<file path="src/hdl/nmt_pkg.sv">
// Shared types, codes and constants of the NAT mapping table.
// Used by every module of the block; depends on nothing.
package nmt_pkg;

  localparam int DEF_ENTRIES       = 64;
  localparam int DEF_FIRST_PORT    = 1024;
  localparam int DEF_LAST_PORT     = 65535;
  localparam int DEF_FIRST_ICMP_ID = 1;
  localparam int DEF_LAST_ICMP_ID  = 65535;

  localparam int ADDR_W  = 32;
  localparam int ID_W    = 16;
  localparam int AGE_W   = 16;
  localparam int STAMP_W = 48;
  localparam int BM_AW   = 12;

  localparam logic [1:0] OP_LOOKUP_EXT = 2'd0;
  localparam logic [1:0] OP_LOOKUP_INT = 2'd1;
  localparam logic [1:0] OP_INSERT     = 2'd2;
  localparam logic [1:0] OP_TICK       = 2'd3;

  localparam logic [1:0] ST_OK    = 2'd0;
  localparam logic [1:0] ST_MISS  = 2'd1;
  localparam logic [1:0] ST_FULL  = 2'd2;
  localparam logic [1:0] ST_NO_ID = 2'd3;

  localparam logic REG_ICMP_TIMEOUT = 1'b0;
  localparam logic REG_TCP_TIMEOUT  = 1'b1;

  localparam logic [15:0] ICMP_TIMEOUT_RST = 16'd60;
  localparam logic [15:0] TCP_TIMEOUT_RST  = 16'd0;

  typedef struct packed {
    logic [1:0]        op;
    logic              proto;
    logic [ADDR_W-1:0] addr;
    logic [ID_W-1:0]   inner;
    logic [ID_W-1:0]   outer;
  } cmd_t;

  typedef struct packed {
    logic               valid;
    logic               kind;
    logic [ADDR_W-1:0]  addr;
    logic [ID_W-1:0]    inner;
    logic [ID_W-1:0]    outer;
    logic [AGE_W-1:0]   age;
    logic [STAMP_W-1:0] stamp;
  } entry_t;

endpackage

</file>
<file path="src/hdl/nmt_front.sv">
// Front end of the NAT mapping table: takes command words and queues them.
// Depends on nmt_pkg.
module nmt_front (
  input  logic                        clk,
  input  logic                        rst_n,
  input  logic                        push,
  input  logic [1:0]                  opcode,
  input  logic                        proto_type,
  input  logic [nmt_pkg::ADDR_W-1:0]  inner_addr,
  input  logic [nmt_pkg::ID_W-1:0]    inner_id,
  input  logic [nmt_pkg::ID_W-1:0]    outer_id,
  input  logic                        pop,
  output logic                        full,
  output logic                        cmd_valid,
  output nmt_pkg::cmd_t               cmd
);

  nmt_pkg::cmd_t q_r [2];
  logic          wr_ptr_r, wr_ptr_nxt;
  logic          rd_ptr_r, rd_ptr_nxt;
  logic [1:0]    cnt_r, cnt_nxt;
  nmt_pkg::cmd_t new_cmd;
  logic          do_pop;

  // Only the fields that the operation uses are kept; the rest read as zero.
  always_comb begin
    new_cmd       = '0;
    new_cmd.op    = opcode;
    new_cmd.proto = proto_type;
    case (opcode)
      nmt_pkg::OP_LOOKUP_EXT: new_cmd.outer = outer_id;
      nmt_pkg::OP_LOOKUP_INT, nmt_pkg::OP_INSERT: begin
        new_cmd.addr  = inner_addr;
        new_cmd.inner = inner_id;
      end
      default: ;
    endcase
  end

  assign full      = (cnt_r == 2'd2);
  assign cmd_valid = (cnt_r != 2'd0);
  assign cmd       = q_r[rd_ptr_r];
  assign do_pop    = pop && cmd_valid;

  always_comb begin
    wr_ptr_nxt = wr_ptr_r ^ push;
    rd_ptr_nxt = rd_ptr_r ^ do_pop;
    cnt_nxt    = cnt_r + {1'b0, push} - {1'b0, do_pop};
  end

  always_ff @(posedge clk) begin
    if (!rst_n) begin
      wr_ptr_r <= 1'b0;
      rd_ptr_r <= 1'b0;
      cnt_r    <= 2'd0;
    end else begin
      wr_ptr_r <= wr_ptr_nxt;
      rd_ptr_r <= rd_ptr_nxt;
      cnt_r    <= cnt_nxt;
    end
  end

  always_ff @(posedge clk) begin
    if (push) begin
      q_r[wr_ptr_r] <= new_cmd;
    end
  end

endmodule

</file>
<file path="config.mk">
export PLATFORM = sky130hd
export DESIGN_NAME = nmt_front
export DESIGN_NICKNAME = d
export VERILOG_FILES = /design/src/hdl/nmt_pkg.sv /design/src/hdl/nmt_front.sv
export SDC_FILE = /design/constraint.sdc
export NUM_CORES = 1
export LEC_CHECK = 0
export ABC_AREA = 1
export BUFFER_PORTS_ARGS = -buffer_cell sky130_fd_sc_hd__buf_2
export CORE_AREA = 2 2 139 141
export CTS_CLUSTER_DIAMETER = 80
export DETAILED_ROUTE_END_ITERATION = 8
export DIE_AREA = 0 0 141 143
export HOLD_SLACK_MARGIN = 0.05
export SLEW_MARGIN = 15
export SYNTH_ARGS = -nofsm -noshare
export SYNTH_HDL_FRONTEND = slang
export SYNTH_SLANG_ARGS = --single-unit
</file>
<file path="constraint.sdc">
create_clock -name clk -period 4.4 [get_ports clk]
set_input_delay 0.88 -clock clk [delete_from_list [all_inputs] [get_ports clk]]
set_output_delay 0.88 -clock clk [all_outputs]
set_load 0.02 [all_outputs]
</file>
==> qor.txt, run 1 <==
Synth Cell Area = 5730 um2
clock-pin slew on the worst setup and hold paths = 0.05 ns
ys async rst share = 0
clk_skew = 0.00694 ns
Hold Buf Count CTS = 0
crit-path max FO = 67
drt first pass iters = 4
All-Layer GR Usage = 0.109
H-Tree Depth = 4
setup TNS = 0 ns
ys flop type = edfxtp_1
max frequency = 333 MHz
Int Power = 0.00283 W
Post-CTS Setup Inserts = 0
placed instance count = 740
Final period util = 0.683
Post-Layout Cell Count = 772
Die Ht = 143 um
root buf cell = clkbuf_16
pin count of the biggest net entering global routing = 68
vias per inst = 4.22
vias in the first global route = 3,487
Post-Route Utilization = 0.391
Syn Inst Count = 381
Gate power share = 0.203
initial antenna violation count = 0
Initial Util = 0.308
pwr dens = 538 nW/um2
DP Wirelength = 6.66 mm
Layout area overhead = 26.7%
status = complete, no violations
#FFs+latches synth = 139
Post-layout nets = 601
number of top-level pins = 140
top cells by count, synth = edfxtp_1, inv_1, nand2_1, mux2_2, mux2_4
Area contributors post-synth = edfxtp_1, mux2_4, mux2_2
most frequent cell after synthesis = edfxtp_1
synth warn = 0
grt total ovfl = 0
FF-to-FF path depth = 2
WP buf/inv = 1
Worst-Margin Slew = 1.11 ns
crit path time final = 3.01 ns
WP data required = 3.52 ns
maximum vdd drop = 332 uV
die footprint = 20,200 um2
register-to-register setup slack = 2.76 ns
cell class contributing the biggest share of worst-path delay = flip-flops
Residual DRC = 0
sequential fraction of the synthesis area = 0.720
cts repair resizes = 0
vias after detailed routing = 3,257
leakage power figure = 3.32 nW
hold violation count in the final report = 0
Critical Path Max Stage Delay = 1.07 ns
Startpoint Class = flop
worst reg2reg startpoint = wr_ptr_r$_SDFF_PN0_
Core Rows = 50
Min-Delay Startpoint = rd_ptr_r$_SDFF_PN0_
P_sw = 0.00108 W
share of the synthesized area in the top cell type = 0.702
first-pass GRT wire length = 16.8 mm
clk_lat worst skew = 0.41 ns
layout cell share with drive strength beyond 1 = 0.450
max cap viols = 0
clock power share = 0.366
Slew Limit Fails = 0
Slew headroom = 0.260
cts bufs inserted = 17
synthesized net count = 457
final number of setup-violating endpoints = 0
remaining antenna violation count = 0
Post-Place Setup Slack = 1.80 ns
Min-Delay Path Depth = 2
post-DR wirelength/cell = 13.9 um
arrival time at the worst endpoint = 2.13 ns
Max clock buf depth = 2
Inserted Diodes = 0
distinct cell type count after synthesis = 14
Sequential Power Share = 0.432
wirelength, routed = 10.7 mm
clock sink total = 139
Post-synth EDFFs = 134
critical path's slowest cell = dfxtp_4
setup ws final = 1.39 ns
DR iter-0 viols = 110
R2R Path End = q_r[0][51]$_DFFE_PP_
Min-Delay Path Class = flop to flop
largest area contributor in the netlist = edfxtp_1
Syn Area/Cell = 15.0 um2
Sw Ratio = 0.276
CP endpoint kind = output pin
global placer's final weighted congestion = 0.652
CTS tree = yes
RSZ-0062 raised after global routing = false
core area = 18,600 um2
CP Class = flop to output pin
critical path cell sequence = mux2_2, buf_2
PortBufs = 139
Die X = 141 um
worst register-to-register path: stages, from the launching register on:
cell and delay [ns]:
dfxtp_1 0.33, inv_1 0.09, ha_4 0.79
worst max path at each step:
stage | from | endpoint | slack, ns | cells past startpoint
2_1_floorplan | push | q_r[0][0]$_DFFE_PP_ | 1.47 | 1
3_3_place_gp | flop | cmd[23] | 1.81 | 2
3_5_place_dp | flop | cmd[19] | 1.80 | 2
4_1_cts | flop | cmd[19] | 1.34 | 2
5_1_grt | flop | cmd[19] | 1.27 | 2
6_report | flop | cmd[19] | 1.39 | 2
cell families after synthesis:
group           count (synthesis)  share of synthesized area
compound gates                  1                   0.000873
buf+inv                        89                     0.0644
fa+ha+maj                       5                     0.0109
mux                            67                      0.151
flops                         139                      0.720
simple gates                   80                     0.0528
layout by cell type (no fill, tap or decap):
| master | Yosys | final |
|---|---|---|
| clkinv_4 | 0 | 3 |
| mux2_4 | 30 | 30 |
| bufinv_16 | 0 | 3 |
| edfxtp_1 | 134 | 134 |
| inv_6 | 0 | 2 |
| clkbuf_16 | 0 | 17 |
| ha_2 | 0 | 1 |
| mux2_2 | 37 | 37 |
| dfxtp_1 | 5 | 4 |
| inv_1 | 75 | 75 |
| buf_2 | 7 | 139 |
| nand3_1 | 2 | 2 |
| clkinv_2 | 0 | 5 |
| ha_1 | 5 | 2 |
| nand2_1 | 70 | 70 |
| ha_4 | 0 | 2 |
| a21oi_1 | 1 | 1 |
| nor2_1 | 8 | 8 |
| dfxtp_4 | 0 | 1 |
| clkinvlp_4 | 0 | 2 |
state kept, by name (all words and copies together), names as in the netlist, named ones only:
signal    flops
rd_ptr_r      1
q_r         134
cnt_r         2
wr_ptr_r      1
area by class of cell:
class	count	area [um2]
clock buffer	17	425
clock inverter	15	174
fill	1771	11300
inverter	75	282
multi-input combinational	153	1260
sequential	139	4130
tap	234	293
timing repair buffer	139	696
through the flow:
step	hold slack, ns	power [W]	area, um2
floorplan	0.467	0.00227	5730
global placement	0.489	0.00250	6660
detailed placement	0.498	0.00252	6660
CTS	0.528	0.00397	7260
global route	0.576	0.00409	7260
finish	0.533	0.00391	7260
metal layers:
layer	routed length, um	track usage	vias to the layer above
li1	-	-	1567
met1	4630	0.122	1572
met2	5360	0.191	105
met3	558	0.0355	13
met4	157	0.0458	0
met5	0	0	-
power by group through the flow:
stage	registers [W]	logic [W]	clock network, W
finish	0.00169	0.000793	0.00143
global route	0.00171	0.000855	0.00152
CTS	0.00169	0.000806	0.00147
detailed placement	0.00172	0.000803	0
global placement	0.00171	0.000784	0
floorplan	0.00162	0.000649	0
(Power assumes the default switching activity.)
==> inputs of run 2 (changes only) <==
Clock period 4.4 ns to 2.8 ns, I/O delays scaled along.
==> qor.txt, run 2 (synthesis gave the netlist of run 1 again) <==
Residual DRC = 0
hold violation count in the final report = 0
arrival time at the worst endpoint = 1.72 ns
vias after detailed routing = 3,252
Die X = 141 um
Slew Limit Fails = 0
most frequent cells in the layout = buf_2, edfxtp_1, inv_1, nand2_1, mux2_2
crit path time final = 2.28 ns
initial antenna violation count = 0
wirelength, routed = 10.8 mm
clock-pin slew on the worst setup and hold paths = 0.06 ns
critical path's slowest cell = mux2_2
Sequential Power Share = 0.420
CTS tree = yes
All-Layer GR Usage = 0.110
status = complete, no violations
maximum vdd drop = 381 uV
global placer's final weighted congestion = 0.708
DP Wirelength = 7.10 mm
Post-Route Utilization = 0.393
CP endpoint kind = output pin
P_sw = 0.00170 W
Sw Ratio = 0.284
Largest Register = q_r
root buf cell = clkbuf_16
cts repair resizes = 0
CP Class = flop to output pin
Post-Place Setup Slack = 0.898 ns
pin count of the biggest net entering global routing = 68
cell class contributing the biggest share of worst-path delay = buffers and inverters
max frequency = 438 MHz
post-DR wirelength/cell = 13.9 um
Critical Path Max Stage Delay = 0.38 ns
core area = 18,600 um2
Inserted Diodes = 0
FF-to-FF path depth = 3
Core Rows = 50
clock sink total = 139
Post-CTS Setup Inserts = 0
Min-Delay Path Class = primary input to flop
layout cell share with drive strength beyond 1 = 0.452
Worst-Margin Slew = 0.534 ns
grt total ovfl = 0
register-to-register setup slack = 1.26 ns
die footprint = 20,200 um2
RSZ-0062 raised after global routing = false
top flop regs = q_r: 134 flops, cnt_r: 2 flops
max reg flops = 134
drt first pass iters = 4
Die Ht = 143 um
Final period util = 0.816
remaining antenna violation count = 0
WHS = 0.351 ns
clock power share = 0.346
setup ws final = 0.517 ns
crit-path max FO = 67
PortBufs = 139
WP buf/inv = 2
number of top-level pins = 140
WP data required = 2.24 ns
worst reg2reg startpoint = wr_ptr_r$_SDFF_PN0_
DR iter-0 viols = 154
most common cell after layout, fill and taps aside = buf_2
final number of setup-violating endpoints = 0
Slew headroom = 0.644
leakage power figure = 3.32 nW
Layout area overhead = 27.3%
vias in the first global route = 3,493
first-pass GRT wire length = 16.9 mm
clk_lat worst skew = 0.40 ns
total power = 0.00598 W
Startpoint Class = flop
Min-Delay Startpoint = proto_type
H-Tree Depth = 4
vias per inst = 4.19
Min-Delay Path Depth = 1
Post-layout nets = 605
Hold Buf Count CTS = 0
R2R Path End = q_r[0][50]$_DFFE_PP_
cts bufs inserted = 17
Initial Util = 0.308
setup TNS = 0 ns
critical path cell sequence = buf_12, mux2_2, buf_2
Worst Hold End = q_r[1][64]$_DFFE_PP_
Int Power = 0.00428 W
max cap viols = 0
pwr dens = 820 nW/um2
Gate power share = 0.234
clk_skew = 0.00555 ns
Max clock buf depth = 2
run 2: cell count changes in the layout (fill, tap and decap cells not counted), sizes merged:
cell and change:
buf +4, clkinvlp +3, clkinv -1, bufinv -2
run 2: worst register-to-register path, stage by stage, from the launching register on:
cell	delay (ns)
dfxtp_1	0.33
inv_1	0.09
ha_4	0.48
buf_12	0.31
run 2: layout make-up:
type | count | area, um2
Fill cell | 1771 | 11300
Timing Repair Buffer | 143 | 776
Multi-Input combinational cell | 153 | 1260
Clock inverter | 15 | 126
Tap cell | 234 | 293
Inverter | 75 | 282
Clock buffer | 17 | 425
Sequential cell | 139 | 4130
run 2: power groups by stage:
stage	clock (W)	sequential (W)	combinational (W)
2_1_floorplan	0	0.00254	0.00102
3_3_place_gp	0	0.00255	0.00140
3_5_place_dp	0	0.00256	0.00143
4_1_cts	0.00212	0.00251	0.00143
5_1_grt	0.00222	0.00253	0.00152
6_report	0.00207	0.00251	0.00140
run 2: how the worst max path moves through the flow:
stage	cells past startpoint	start	slack, ns	to
floorplan	1	push	0.19	q_r[0][0]$_DFFE_PP_
global placement	3	flop	0.94	cmd[1]
detailed placement	3	push	0.90	q_r[0][46]$_DFFE_PP_
CTS	3	flop	0.48	cmd[24]
global route	3	flop	0.43	cmd[66]
finish	3	flop	0.52	cmd[18]
run 2: stage by stage:
stage / instance area (um2) / cells
3_5_place_dp: 6740 / 744
4_1_cts: 7290 / 776
2_1_floorplan: 5730 / 381
3_3_place_gp: 6740 / 744
6_report: 7290 / 776
5_1_grt: 7290 / 776
run 2: per-layer routing:
layer	GRT usage	vias up	part of all wire
li1	-	1578	-
met1	0.128	1564	0.43
met2	0.188	100	0.50
met3	0.0436	10	0.054
met4	0.0374	0	0.010
met5	0	-	0
